`src/hdl/npc_ram.sv`:
```
module npc_ram #(
    parameter int WIDTH = 18,
    parameter int DEPTH = 256
) (
    input  logic                     i_clk,
    input  logic                     i_wr_en,
    input  logic [$clog2(DEPTH)-1:0] i_wr_addr,
    input  logic [WIDTH-1:0]         i_wr_data,
    input  logic                     i_rd_en,
    input  logic [$clog2(DEPTH)-1:0] i_rd_addr,
    output logic [WIDTH-1:0]         o_rd_data
);

    logic [WIDTH-1:0] r_mem [DEPTH];
    logic [WIDTH-1:0] r_rd_data;

    always_ff @(posedge i_clk) begin
        if (i_wr_en) begin
            r_mem[i_wr_addr] <= i_wr_data;
        end
        if (i_rd_en) begin
            r_rd_data <= r_mem[i_rd_addr];
        end
    end

    assign o_rd_data = r_rd_data;

endmodule

```
`config.mk`:
```
export PLATFORM = sky130hd
export DESIGN_NAME = npc_ram
export DESIGN_NICKNAME = d
export VERILOG_FILES = /design/src/hdl/npc_ram.sv
export SDC_FILE = /design/constraint.sdc
export NUM_CORES = 2
export LEC_CHECK = 0
export BUFFER_PORTS_ARGS = -buffer_cell sky130_fd_sc_hd__buf_2
export CORE_UTILIZATION = 30
export DETAILED_ROUTE_END_ITERATION = 8
export PLACE_DENSITY = 0.42
export SYNTH_ARGS = -nofsm -noshare
export SYNTH_HDL_FRONTEND = slang
export SYNTH_MEMORY_MAX_BITS = 65536
export SYNTH_SLANG_ARGS = --single-unit
```
`constraint.sdc`:
```
create_clock -name i_clk -period 6.85 [get_ports i_clk]
set_input_delay 1.7125 -clock i_clk [delete_from_list [all_inputs] [get_ports i_clk]]
set_output_delay 1.7125 -clock i_clk [all_outputs]
set_load 0.05 [all_outputs]
```
After elaboration in Yosys (flattened, before gate mapping)
Memories as Yosys holds them, arrays and structs flattened. A register that Yosys moved wholly into a read port is not among the register bits.
Cells that the tools add are included.
{"block": "totals", "register_bits": 0, "mem_bits_rw": 4608, "word_cells": 3, "n_memories": 1}
{"block": "classes", "n_mux": 2}
{"name": "r_mem", "words": 256, "word_bits": 18, "read_ports": 1, "rd_clocked_by_memory_dff": 1, "write_ports": 1, "line_no": "14", "rtl": "logic [WIDTH-1:0] r_mem [DEPTH];"}
{"operator": "$mux 1", "n": 2}

Longest topological paths before layout
{"block": "logic_depth", "ltp_word": 2, "ltp_mapped": 12, "mapped_depth_nobuf": 7}

Worst setup path before layout
Ideal clock, no wire load.
{"block": "synth_timing", "path_type": "in2reg", "startpoint": "input i_wr_addr[3]", "endpoint": "memory r_mem[235][0], enable pin", "arrival_ns": 3.572, "path_slack_ns": 2.886, "cell_stages": 6, "n_path_buf": 3, "cell_sequence": "clkbuf_1 -> nor2b_1 -> clkbuf_1 -> nand4_1 -> clkbuf_1 -> nor2_1"}
{"element": "start, declared", "line_no": "7", "rtl": "input logic [$clog2(DEPTH)-1:0] i_wr_addr,"}
{"element": "end, declared", "line_no": "14"}
Straight into the memory's write port.

==> results by group <==
Clocking
  – Post-CTS Hold Fix Bufs: 0
  – Num CTS Buffers: 526
  – H-tree depth: 6
  – Setup bufs post-CTS: 0
  – CTS clk-pin slew, worst paths: 0.06 ns
  – CTS tree: built
  – # clock sinks: 4,626
  – Clk buf depth: 4
  – Root Driver: clkbuf_16
  – Worst skew pair latency: 1.06 ns
  – Post_cts resized: 0

Job
  – Max-cap violations: 0

Power
  – Power share of the combinational group: 5.2%
  – Clock share of power: 43.8%
  – Worst vdd ir: 0.2602 mV
  – Power Total: 61,310 uW
  – Cell Pwr Density: 295.4 nW/um2
  – Seq pwr share: 51.0%
  – Sw Pwr: 13,850 uW
  – Leakage: 0.06482 uW
  – Switching portion of total power: 22.60%
  – Internal power: 47,450 uW

Worst setup path
  – Crit Path Class: input pin to register
  – FF-to-FF setup slack: 3.22 ns
  – Crit path capture type: register
  – Crit path required time: 7.62 ns
  – Reg2Reg Depth: 5
  – Worst r2r dst: o_rd_data[14]$_DFFE_PP_
  – FF-to-FF Start: r_mem[59][14]$_DFFE_PP_
  – Setup crit start kind: input pin
  – Crit path DAT: 5.75 ns
  – Worst-path fanout max: 38

Die
  – Core area: 591,000 um2
  – Die H: 773.2 um
  – # IOs: 55
  – Rows: 282
  – Die ar.: 597,800 um2
  – Chip Width: 773.2 um
  – Initial core utilization: 30.19%

Yosys
  – Synth top area cells: edfxtp_1 78%, mux4_2 11%, mux2i_1 4.4%
  – Mean Syn Cell Area: 21.54 um2
  – Ys async rst share: 0%
  – Library cells used by synthesis: 40
  – Post-synth EDFFs: 4,626
  – Mapped Cells: 8,281
  – Largest area contributor in the netlist: edfxtp_1
  – Yosys reg bits: 4,626
  – Top_reg_cell synth: edfxtp_1
  – Yosys warning total: 0
  – Top-area cell type share of the netlist area: 77.87%
  – Syn Nets: 8,318
  – Synthesized area: 178,400 um2
  – Seq/Total Area, Yosys: 77.87%

Run status
  – Outcome: finished, final reports clean

Cells and area
  – Nets: 8,925
  – Layout cells sized above 1: 25.88%
  – Fin util: 35.12%
  – Layout area overhead: 16.33%

Timing
  – Final period utilization: 72.70%
  – Final setup vio count: 0
  – RSZ-0062 raised after global routing: no
  – Max Slew Vio Count: 0
  – Crit path time final: 4.980 ns
  – Worst slew pin tran: 1.409 ns
  – Final WS setup: 1.870 ns
  – Setup TNS: 0 ns
  – Slew headroom: 6.072%
  – Max Fclk: 200.8 MHz
  – Final hold vios: 0
  – Hold Slack: 1.067 ns
  – Skew final: 0.06277 ns

Route
  – Final ANT Viol Nets: 0
  – Total wire length: 571.7 mm
  – DRT iter0 DRCs: 9,252
  – DRC: 0
  – Vias per cell: 5.202
  – Routed vias: 89,065
  – Wirelength per Cell: 33.39 um
  – Pre-antenna DRT Iters: 5

Global route
  – Grt total ovfl: 0
  – Global-route wire length before repair: 778.0 mm
  – Initial antenna violation count: 36
  – Vias in the first global route: 90,262
  – Largest net degree at the start of global routing: 157
  – Tot GR Track Use: 18.55%

Min path
  – Hold path cells: 1
  – Hold endpoint: r_mem[82][17]$_DFFE_PP_
  – Hold_sp: i_wr_data[17]
  – Hold/Removal Path Class: input pin to register

Placement
  – HPWL Detailed: 344.5 mm
  – Routability cong.: 0.8048
  – Port-buffer cells: 54
  – Post-Place Setup Slack: 0.6701 ns
## layout by cell type, fill, tap and decap left out, types with 78 or more instances in the layout
cell,instances
o22ai_1,238
nand2_1,78
clkinv_1,125
clkbuf_1,134
nor2_2,191
o221ai_1,317
mux4_2,864
nor3_1,159
buf_4,458
clkbuf_16,536
mux2i_1,792
a21oi_1,187
edfxtp_1,4626
## power by group through the flow
stage               Sequential (uW)  Clock (uW)  Combinational [uW]
CTS                           31300       27400                3280
global placement              31900           0                3240
global route                  31300       28400                3370
floorplan                     31900           0                1560
detailed placement            31900           0                3280
finish                        31300       26800                3210
## critical path, stage by stage
cell and delay, ns:
buf_12 0.34, buf_12 0.34, buf_4 0.32, mux4_2 0.55
mux4_2 0.46, a22oi_1 0.96, a22o_1 0.71, nor4_2 0.13
## sequential cells by signal, indices dropped and copies added (netlist names)
signal and cells:
r_mem 4608, o_rd_data 18
## through the flow
| stage | cell area [um2] | cells |
|---|---|---|
| after CTS | 207500 | 17109 |
| after global routing | 207500 | 17110 |
| after detailed placement | 191300 | 16170 |
| final | 207500 | 17122 |
| after global placement | 191200 | 16166 |
| after floorplan | 178400 | 8281 |
## layout make-up
cell class	count	area [um2]
Timing Repair Buffer	575	5200
Clock buffer	670	13920
Tap cell	7810	9772
Inverter	4	27.53
Clock inverter	269	2333
Sequential cell	4626	138900
Multi-Input combinational cell	3155	37350
Fill cell	54559	383500
Antenna cell	13	32.53
## cells in the mapped netlist (15+ instances only)
library cell and count:
o221ai_1 317, buf_6 84, a21oi_1 190, nand2_1 81
buf_1 35, o22ai_1 238, buf_2 92, nor4_1 15
buf_4 33, a22o_1 19, nor3_1 159, mux2i_1 792
nand3_1 23, nand4_1 27, edfxtp_1 4626, nor4_2 19
a22oi_1 51, nor2_1 290, clkbuf_1 228, a31oi_1 20
mux4_2 864
## metal layers
| metal | routed length [um] | global-route usage (%) | share of wire (%) | up-vias |
|---|---|---|---|---|
| li1 | - | - | - | 36531 |
| met2 | 269800 | 29.89 | 47 | 2768 |
| met3 | 31290 | 2.828 | 5.5 | 658 |
| met1 | 256700 | 26.48 | 45 | 49088 |
| met4 | 13830 | 4.369 | 2.4 | 20 |
| met5 | 136 | 0 | 0.024 | - |
## worst max-delay path by stage
stage / end / cells after the start / slack (ns) / start
after floorplan: r_mem[235][0]$_DFFE_PP_ / 6 / 2.89 / i_wr_addr[3]
after global placement: o_rd_data[14]$_DFFE_PP_ / 7 / 0.65 / i_rd_addr[0]
after detailed placement: o_rd_data[14]$_DFFE_PP_ / 7 / 0.67 / i_rd_addr[0]
after CTS: o_rd_data[14]$_DFFE_PP_ / 7 / 1.84 / i_rd_addr[0]
after global routing: o_rd_data[14]$_DFFE_PP_ / 8 / 1.84 / i_rd_addr[0]
final: o_rd_data[14]$_DFFE_PP_ / 8 / 1.87 / i_rd_addr[0]
## cell families (layout without fill, tap and decap cells)
kind of cell | count (synthesis) | count (layout) | synth area share [%]
flip-flops | 4626 | 4626 | 77.87
multiplexers | 1656 | 1656 | 15.35
AO/OA/AOI/OAI | 862 | 862 | 3.403
other | 0 | 13 | 0
AND/OR/NAND/NOR | 637 | 637 | 1.657
buffers and inverters | 500 | 1518 | 1.725
Power figures use the tool's default switching activity.
